$ cat config.mk
export PLATFORM = sky130hd
export DESIGN_NAME = led_pulse_channel_controller_core
export DESIGN_NICKNAME = d
export VERILOG_FILES = /design/src/sv/lpcc_pkg.sv /design/src/sv/lpcc_ram.sv /design/src/sv/led_pulse_channel_controller_core.sv
export VERILOG_INCLUDE_DIRS = /design/src /design/src/sv
export SDC_FILE = /design/constraint.sdc
export NUM_CORES = 1
export LEC_CHECK = 0
export BUFFER_PORTS_ARGS = -buffer_cell sky130_fd_sc_hd__buf_4
export CAP_MARGIN = 40
export CORE_UTILIZATION = 50
export DETAILED_ROUTE_END_ITERATION = 12
export GPL_TIMING_DRIVEN = 0
export PLACE_DENSITY_LB_ADDON = 0.25
export SLEW_MARGIN = 20
export SYNTH_ARGS = -nofsm -noshare
export SYNTH_HDL_FRONTEND = slang
export SYNTH_SLANG_ARGS = --single-unit
$ cat constraint.sdc
create_clock -name i_clk -period 3.5 [get_ports i_clk]
set_input_delay 0.7 -clock i_clk [delete_from_list [all_inputs] [get_ports i_clk]]
set_output_delay 0.7 -clock i_clk [all_outputs]
set_load 0.1 [all_outputs]
$ cat src/sv/led_pulse_channel_controller_core_macros.svh
// Assertion macros for the LED pulse channel controller.
// Used by the top level only; the bodies are empty when SYNTHESIS is defined.
`ifndef LED_PULSE_CHANNEL_CONTROLLER_CORE_MACROS_SVH
`define LED_PULSE_CHANNEL_CONTROLLER_CORE_MACROS_SVH

`ifndef SYNTHESIS
// Same-cycle implication, disabled while reset is asserted.
`define LPCC_ASSERT_IMPL(lbl, clk, rst_n, ante, cons) \
    lbl: assert property (@(posedge clk) disable iff (!rst_n) (ante) |-> (cons)) \
        else $error("LPCC assertion failed");
// Next-cycle implication, disabled while reset is asserted.
`define LPCC_ASSERT_NEXT(lbl, clk, rst_n, ante, cons) \
    lbl: assert property (@(posedge clk) disable iff (!rst_n) (ante) |=> (cons)) \
        else $error("LPCC assertion failed");
`else
`define LPCC_ASSERT_IMPL(lbl, clk, rst_n, ante, cons)
`define LPCC_ASSERT_NEXT(lbl, clk, rst_n, ante, cons)
`endif

`endif

$ cat src/sv/lpcc_pkg.sv
// Shared constants for the LED pulse channel controller.
// No dependencies; imported by the top level.
`default_nettype none

package lpcc_pkg;

    // Default number of channels and fixed field widths.
    localparam int NUM_CHANNELS_DEF = 8;
    localparam int PIN_W            = 8;
    localparam int CMD_W            = 3;
    localparam int HOLD_W           = 8;
    localparam int ENTRY_W          = CMD_W + HOLD_W;
    localparam int APB_AW           = 3;
    localparam int APB_DW           = 32;

    // Request types.
    localparam logic [1:0] REQ_WRITE = 2'd0;
    localparam logic [1:0] REQ_BLOCK = 2'd1;
    localparam logic [1:0] REQ_TICK  = 2'd2;

    // Command codes.
    localparam logic [CMD_W-1:0] CMD_IDLE = 3'd0;
    localparam logic [CMD_W-1:0] CMD_OFF  = 3'd1;
    localparam logic [CMD_W-1:0] CMD_ON   = 3'd2;
    localparam logic [CMD_W-1:0] CMD_POS  = 3'd3;
    localparam logic [CMD_W-1:0] CMD_NEG  = 3'd4;

    // Status codes.
    localparam logic [1:0] ST_OK       = 2'd0;
    localparam logic [1:0] ST_BLOCKED  = 2'd1;
    localparam logic [1:0] ST_RANGE    = 2'd2;
    localparam logic [1:0] ST_DISABLED = 2'd3;

    // Register indexes, taken from paddr[2].
    localparam logic REG_WRITE_ENABLE = 1'b0;
    localparam logic REG_PULSE_LENGTH = 1'b1;

    // Operation carried from the accept cycle into the execute cycles.
    typedef enum logic [1:0] {
        OP_NONE  = 2'd0,
        OP_WRITE = 2'd1,
        OP_BLOCK = 2'd2,
        OP_TICK  = 2'd3
    } t_op;

endpackage

`default_nettype wire

$ cat src/sv/lpcc_ram.sv
// Generic single-port-write, single-port-read RAM with a registered read.
// No dependencies.
`default_nettype none

module lpcc_ram #(
    parameter int WIDTH = 8,
    parameter int DEPTH = 8
) (
    input  wire logic                                       i_clk,
    input  wire logic                                       i_we,
    input  wire logic [((DEPTH > 1) ? $clog2(DEPTH) : 1)-1:0] i_waddr,
    input  wire logic [WIDTH-1:0]                           i_wdata,
    input  wire logic                                       i_re,
    input  wire logic [((DEPTH > 1) ? $clog2(DEPTH) : 1)-1:0] i_raddr,
    output logic      [WIDTH-1:0]                           o_rdata
);

    logic [WIDTH-1:0] r_mem [DEPTH];

    // Write port.
    always_ff @(posedge i_clk) begin
        if (i_we) begin
            r_mem[i_waddr] <= i_wdata;
        end
    end

    // Registered read port; the data holds while no read is issued.
    always_ff @(posedge i_clk) begin
        if (i_re) begin
            o_rdata <= r_mem[i_raddr];
        end
    end

endmodule

`default_nettype wire

$ cat src/sv/led_pulse_channel_controller_core.sv
// Top level of the LED pulse channel controller: sequencer, registers and APB port.
// Depends on lpcc_pkg, lpcc_ram and the assertion macro header.
`default_nettype none
`include "led_pulse_channel_controller_core_macros.svh"

// Each channel's pending command and hold counter live in one RAM entry with a
// registered read; block bits and pin levels are flip-flops. A write or block
// beat passes through the accept, read-modify-write and result states. A tick
// beat walks the channels one RAM entry per cycle, from the first to the last.
// A result that is still stalled at the output holds the next result back by
// the time it stays. Entries carry valid bits cleared by reset, so no clearing
// pass follows reset. One result beat is produced for every input beat;
// pin_levels shows channels 0 to 7.
module led_pulse_channel_controller_core #(
    parameter int NUM_CHANNELS = lpcc_pkg::NUM_CHANNELS_DEF
) (
    input  wire logic                          i_clk,
    input  wire logic                          i_rst_n,
    // Input beats.
    input  wire logic                          i_in_valid,
    output logic                               o_in_stall,
    input  wire logic [1:0]                    i_req_type,
    input  wire logic [7:0]                    i_channel,
    input  wire logic [lpcc_pkg::CMD_W-1:0]    i_command,
    input  wire logic                          i_block_flag,
    // Result beats.
    output logic                               o_out_valid,
    input  wire logic                          i_out_stall,
    output logic [1:0]                         o_status,
    output logic [lpcc_pkg::PIN_W-1:0]         o_pin_levels,
    // Configuration port.
    input  wire logic                          psel,
    input  wire logic                          penable,
    input  wire logic                          pwrite,
    input  wire logic [lpcc_pkg::APB_AW-1:0]   paddr,
    input  wire logic [lpcc_pkg::APB_DW-1:0]   pwdata,
    output logic [lpcc_pkg::APB_DW-1:0]        prdata,
    output logic                               pready
);

    import lpcc_pkg::*;

    localparam int CH_W = (NUM_CHANNELS > 1) ? $clog2(NUM_CHANNELS) : 1;
    localparam logic [CH_W-1:0] IDX_LAST = CH_W'(NUM_CHANNELS - 1);
    localparam logic [7:0] CH_LIMIT = 8'(NUM_CHANNELS);

    typedef enum logic [2:0] {
        S_IDLE = 3'b001,
        S_EXEC = 3'b010,
        S_DONE = 3'b100
    } t_state;

    // Control state.
    t_state                    r_state, n_state;
    t_op                       r_op, n_op;
    logic [CH_W-1:0]           r_idx, n_idx;
    logic [NUM_CHANNELS-1:0]   r_valid;
    logic [NUM_CHANNELS-1:0]   r_block, n_block;
    logic [NUM_CHANNELS-1:0]   r_pin, n_pin;
    logic                      r_out_valid, n_out_valid;
    logic                      r_wr_en;
    logic [HOLD_W-1:0]         r_pulse_len;

    // Payload held across the execute cycles and at the output.
    logic [1:0]                r_res_status, n_res_status;
    logic [CMD_W-1:0]          r_cmd;
    logic                      r_blk;
    logic [1:0]                r_status;
    logic [PIN_W-1:0]          r_pin_out;

    // RAM port signals.
    logic                      ram_we, ram_re;
    logic [CH_W-1:0]           ram_waddr, ram_raddr;
    logic [ENTRY_W-1:0]        ram_wdata, ram_rdata;

    // Decoded entry and its updated value.
    logic [CMD_W-1:0]          ent_cmd, new_cmd;
    logic [HOLD_W-1:0]         ent_hold, new_hold;
    logic                      in_acc, cfg_wr, in_range, out_free;
    logic [PIN_W-1:0]          pin_view;

    assign in_acc   = i_in_valid && !o_in_stall;
    assign cfg_wr   = psel && penable && pwrite && pready;
    assign in_range = (i_channel < CH_LIMIT);
    assign out_free = !r_out_valid || !i_out_stall;

    // State RAM: {pending command, hold counter} per channel.
    lpcc_ram #(
        .WIDTH (ENTRY_W),
        .DEPTH (NUM_CHANNELS)
    ) u_state_ram (
        .i_clk   (i_clk),
        .i_we    (ram_we),
        .i_waddr (ram_waddr),
        .i_wdata (ram_wdata),
        .i_re    (ram_re),
        .i_raddr (ram_raddr),
        .o_rdata (ram_rdata)
    );

    // An entry never written since reset reads as idle with a zero counter.
    assign ent_cmd  = r_valid[r_idx] ? ram_rdata[ENTRY_W-1:HOLD_W] : CMD_IDLE;
    assign ent_hold = r_valid[r_idx] ? ram_rdata[HOLD_W-1:0] : '0;

    // Configuration registers and read-back.
    assign pready = 1'b1;

    always_ff @(posedge i_clk) begin
        if (!i_rst_n) begin
            r_wr_en     <= 1'b0;
            r_pulse_len <= '0;
        end else if (cfg_wr) begin
            case (paddr[2])
                REG_WRITE_ENABLE: r_wr_en     <= pwdata[0];
                REG_PULSE_LENGTH: r_pulse_len <= pwdata[HOLD_W-1:0];
                default: ;
            endcase
        end
    end

    always_comb begin
        case (paddr[2])
            REG_WRITE_ENABLE: prdata = {{(APB_DW-1){1'b0}}, r_wr_en};
            REG_PULSE_LENGTH: prdata = {{(APB_DW-HOLD_W){1'b0}}, r_pulse_len};
            default:          prdata = '0;
        endcase
    end

    // Sequencer: classify the beat, read-modify-write the RAM, then present the result.
    always_comb begin
        n_state      = r_state;
        n_op         = r_op;
        n_idx        = r_idx;
        n_block      = r_block;
        n_pin        = r_pin;
        n_res_status = r_res_status;
        n_out_valid  = r_out_valid && i_out_stall;
        ram_re       = 1'b0;
        ram_raddr    = i_channel[CH_W-1:0];
        ram_we       = 1'b0;
        ram_waddr    = r_idx;
        new_cmd      = ent_cmd;
        new_hold     = ent_hold;

        case (r_state)
            S_IDLE: begin
                if (in_acc) begin
                    n_state      = S_EXEC;
                    n_res_status = ST_OK;
                    n_op         = OP_NONE;
                    n_idx        = i_channel[CH_W-1:0];
                    case (i_req_type)
                        REQ_WRITE: begin
                            if (!r_wr_en) begin
                                n_res_status = ST_DISABLED;
                            end else if (!in_range) begin
                                n_res_status = ST_RANGE;
                            end else if (r_block[i_channel[CH_W-1:0]]) begin
                                n_res_status = ST_BLOCKED;
                            end else begin
                                n_op = OP_WRITE;
                            end
                        end
                        REQ_BLOCK: begin
                            if (!in_range) begin
                                n_res_status = ST_RANGE;
                            end else begin
                                n_op = OP_BLOCK;
                            end
                        end
                        REQ_TICK: begin
                            n_op  = OP_TICK;
                            n_idx = '0;
                        end
                        default: ;
                    endcase
                    ram_re    = (n_op != OP_NONE);
                    ram_raddr = n_idx;
                end
            end

            S_EXEC: begin
                n_state = S_DONE;
                case (r_op)
                    OP_WRITE: begin
                        new_cmd = (r_cmd <= CMD_NEG) ? r_cmd : CMD_IDLE;
                        ram_we  = 1'b1;
                    end
                    OP_BLOCK: begin
                        n_block[r_idx] = r_blk;
                        if (r_blk) begin
                            new_cmd = CMD_OFF;
                            ram_we  = 1'b1;
                        end
                    end
                    OP_TICK: begin
                        // One channel per cycle; the next entry is read meanwhile.
                        if (ent_cmd == CMD_OFF || ent_cmd == CMD_ON) begin
                            if (ent_hold == '0) begin
                                n_pin[r_idx] = (ent_cmd == CMD_ON);
                                new_cmd      = CMD_IDLE;
                            end else begin
                                new_hold = ent_hold - HOLD_W'(1);
                            end
                        end else if (ent_cmd == CMD_POS) begin
                            new_hold     = r_pulse_len;
                            n_pin[r_idx] = 1'b1;
                            new_cmd      = CMD_OFF;
                        end else if (ent_cmd == CMD_NEG) begin
                            new_hold     = r_pulse_len;
                            n_pin[r_idx] = 1'b0;
                            new_cmd      = CMD_ON;
                        end
                        ram_we = 1'b1;
                        if (r_idx != IDX_LAST) begin
                            n_state   = S_EXEC;
                            n_idx     = r_idx + CH_W'(1);
                            ram_re    = 1'b1;
                            ram_raddr = n_idx;
                        end
                    end
                    default: ;
                endcase
            end

            S_DONE: begin
                if (out_free) begin
                    n_out_valid = 1'b1;
                    n_state     = S_IDLE;
                end
            end

            default: n_state = S_IDLE;
        endcase
    end

    assign ram_wdata = {new_cmd, new_hold};

    // Pins beyond the channel count read as off; only channels 0 to 7 are shown.
    always_comb begin
        for (int k = 0; k < PIN_W; k++) begin
            pin_view[k] = (k < NUM_CHANNELS) ? r_pin[k] : 1'b0;
        end
    end

    // Control registers.
    always_ff @(posedge i_clk) begin
        if (!i_rst_n) begin
            r_state     <= S_IDLE;
            r_op        <= OP_NONE;
            r_idx       <= '0;
            r_valid     <= '0;
            r_block     <= '0;
            r_pin       <= '0;
            r_out_valid <= 1'b0;
        end else begin
            r_state     <= n_state;
            r_op        <= n_op;
            r_idx       <= n_idx;
            r_block     <= n_block;
            r_pin       <= n_pin;
            r_out_valid <= n_out_valid;
            if (ram_we) begin
                r_valid[ram_waddr] <= 1'b1;
            end
        end
    end

    // Beat payload and result registers.
    always_ff @(posedge i_clk) begin
        r_res_status <= n_res_status;
        if (in_acc) begin
            r_cmd <= i_command;
            r_blk <= i_block_flag;
        end
        if (r_state == S_DONE && out_free) begin
            r_status  <= r_res_status;
            r_pin_out <= pin_view;
        end
    end

    assign o_in_stall   = (r_state != S_IDLE);
    assign o_out_valid  = r_out_valid;
    assign o_status     = r_status;
    assign o_pin_levels = r_pin_out;

    // Checks on the sequencer and the RAM access pattern.
    `LPCC_ASSERT_NEXT(a_accept_to_exec, i_clk, i_rst_n, in_acc, r_state == S_EXEC)
    `LPCC_ASSERT_IMPL(a_no_rw_clash, i_clk, i_rst_n, ram_we && ram_re, ram_waddr != ram_raddr)
    `LPCC_ASSERT_IMPL(a_idx_range, i_clk, i_rst_n, r_state == S_EXEC, r_idx <= IDX_LAST)
    `LPCC_ASSERT_NEXT(a_result_loaded, i_clk, i_rst_n, r_state == S_DONE && out_free, r_out_valid && r_state == S_IDLE)

endmodule

`default_nettype wire

==> flow_summary.yaml <==
run_status:
  status: "complete, no violations"
worst_setup_path:
  slowest_stage: "mux4_2"
  crit_arrival_ns: 3.45
  crit_path_end_kind: "flip-flop"
  worstPathMaxFanout: 8
  worst-setup-path-type: "reg -> reg"
  critPathMaxStageDelay_ns: 0.60
  path_common_cell: "buf_2"
  crit_path_start_kind: "flip-flop"
  regToRegSetupSlack_ns: 0.22
  required_ns: 3.67
  worstPathCellList: "buf_2, mux4_2, mux2_2, nand2_1, ha_1, nand4_1, a21o_1, a21oi_1, o32ai_1, buf_2"
timing:
  hold_viol: 0
  finalSetupTns_ns: 0
  fmax_mhz: 305
  fin_skew_ns: 0.00890
  tightest_slew_ns: 0.789
  slew_violations: 0
  period_needed_ns: 3.28
  rsz0062_at_grt: "no"
  post-route-period-util_pct: 93.7
  relSlewSlack_pct: 47.3
  setup_viol: 0
layout:
  antenna_cells: 0
  fin_area_sq_um: 8840
  post_route_cells_drive_above_1_share_pct: 21.9
  multiInputGateArea_sq_um: 2660
  nets: 832
  fillers: 1147
  final_cell_mix: "edfxtp_1, a211oi_1, buf_4"
  final_cells: 968
  regArea_sq_um: 4290
  final_core_util_pct: 60.8
  final_common_cell: "edfxtp_1"
  synthToLayoutAreaGrowth_pct: 18.7
grt:
  grt-ovfl-total: 0
  antenna_found_initial: 0
  grt_max_degree: 17
  grt_pass1_vias: 5330
  grt_pass1_wl_microns: 28800
  track_usage_pct: 25.5
power:
  leakagePower_nw: 3.25
  vdd_ir_drop_max_mv: 0.330
  p_per_area_nw_per_um2: 477
detailed_routing:
  antenna_left: 0
  num_vias: 5799
  dr_wl_met2_microns: 8850
  routed_wl_microns: 18600
  drtIter0Drc: 570
  drt_first_pass_iters: 6
  wl_met1_microns: 7940
  via_per_inst: 5.99
  highest_layer: "met4"
  post-route-drc-count: 0
  detail_route.wl_per_cell_microns: 19.3
  dr_wl_met3_microns: 1510
cts:
  cts_made_buffers: 17
  cts.sinks: 157
  cts.clk_slew.worst_paths_ns: 0.06
  cts-root-buf: "clkbuf_16"
  htree_num_levels: 4
  clockBufferDepth: 2
  insertion_delay_ns: 0.43
  cts_tree: "yes"
synthesis:
  synth_adder_area_share_pct: 0.672
  yosysTopAreaCell: "edfxtp_1"
  synth_compound_area_share_pct: 18.4
  syn_inst: 667
  ys_ff_latch: 157
  synth.avg_cell_area_sq_um: 11.2
  synth_top_family_by_area: "compound AO/OA/AOI/OAI gates"
  yosysSeqAreaShare_pct: 57.6
  ys_dominant_reg_cell: "edfxtp_1"
  yosys.area_share.simple_pct: 12.6
  synth_top_area_share_pct: 46.3
  synthXorXnorAreaFrac_pct: 0.118
  syn_area_sq_um: 7450
  synth_area_leaders: "edfxtp_1, dfxtp_1, a211oi_1"
  synth_edf_count: 115
  synthMuxAreaShare_pct: 2.22
  yosys_warnings: 0
  async_flop_share_pct: 0
  ys_types: 63
die:
  io_pins: 101
  core_area_sq_um: 14500
  num_rows: 44
  dieArea_sq_um: 15400
  die_h_microns: 124
  die_w_microns: 124
  initial_core_util_pct: 51.3
min_path:
  hp-class: "reg -> reg"
job:
  drv_cap: 0
placement:
  dp.cells: 932
  port_buffers: 49
  hpwl_microns: 13200
  gp_congestion: 0.937
  placed_area_sq_um: 8200
==> metal layers <==
layer  vias up  global-route usage, %
li1       2677                      -
met1      2771                   34.3
met2       312                   40.2
met3        39                   5.59
met4         0                   9.90
met5         -                      0
==> state kept, by name, indices dropped and copies added, names as in the netlist, named ones only <==
name	cells
o_status	2
r_wr_en	1
r_state	3
o_out_valid	1
u_state_ram.r_mem	88
o_pin_levels	8
r_pulse_len	8
r_op	2
r_res_status	2
u_state_ram.o_rdata	11
r_valid	8
r_idx	3
r_cmd	3
r_block	8
r_blk	1
==> area by class of cell <==
type | instances | share of cell area (%)
buffer | 68 | 4.57
clock buffer | 18 | 4.85
clock inverter | 13 | 1.50
inverter | 57 | 2.42
multi-input combinational | 408 | 30.1
sequential | 157 | 48.6
tap | 184 | 2.60
timing repair buffer | 63 | 5.36
==> per-stage QoR <==
step	total power, mW	setup slack [ns]	hold slack, ns
2_1_floorplan	2.38	0.698	0.400
3_3_place_gp	2.48	-0.0301	0.411
3_5_place_dp	2.49	0.0266	0.414
4_1_cts	4.23	0.00991	0.430
5_1_grt	4.34	0.0631	0.433
6_report	4.22	0.219	0.426
==> path summary, 6_finish.rpt <==
kind,from,endpoint,depth (start not counted)
max reg2reg,r_idx[0],u_state_ram.r_mem[5][9],10
min reg2reg,r_res_status[1],o_status[1],0
max,r_idx[0],u_state_ram.r_mem[5][9],10
min,r_res_status[1],o_status[1],0
==> repair_timing <==
item,4_1_cts,5_1_grt
setup buffers,0,1
setup endpoints to repair,0,32
gates resized for setup,0,5
hold endpoints to repair,0,0
hold buffers,0,0
==> power by group <==
group | switching, mW | internal (mW)
Combinational | 0.313 | 0.121
Clock | 0.774 | 0.990
Sequential | 0.0189 | 2.00
Total | 1.11 | 3.11
==> cells by family (layout without fill, tap and decap cells) <==
group | Yosys count | in the layout
DFF | 157 | 157
adders and majority gates | 4 | 4
xor gates and xnor gates | 1 | 1
and+or+nand+nor | 179 | 179
other | 2 | 25
AOI/OAI and AO/OA | 189 | 189
muxes | 10 | 10
buffers and inverters | 125 | 219
==> critical path: cells and delay by family (launching register included) <==
family | cells | cell delay [ns]
compound gates | 3 | 0.52
fa+ha+maj | 1 | 0.27
buf+inv | 2 | 0.45
flops | 1 | 0.35
mux | 2 | 0.95
simple gates | 2 | 0.47
==> cell usage after synthesis (10+ instances only) <==
cell	count
buf_4	25
inv_1	57
clkbuf_1	23
nand2_1	46
nor4_1	18
a211oi_2	12
a211oi_1	90
buf_2	14
dfxtp_1	42
nor2_1	40
o21ai_0	12
edfxtp_1	115
and2_1	10
a21oi_1	37
nand3_1	17
No activity file was read; power rests on OpenSTA's default activity.
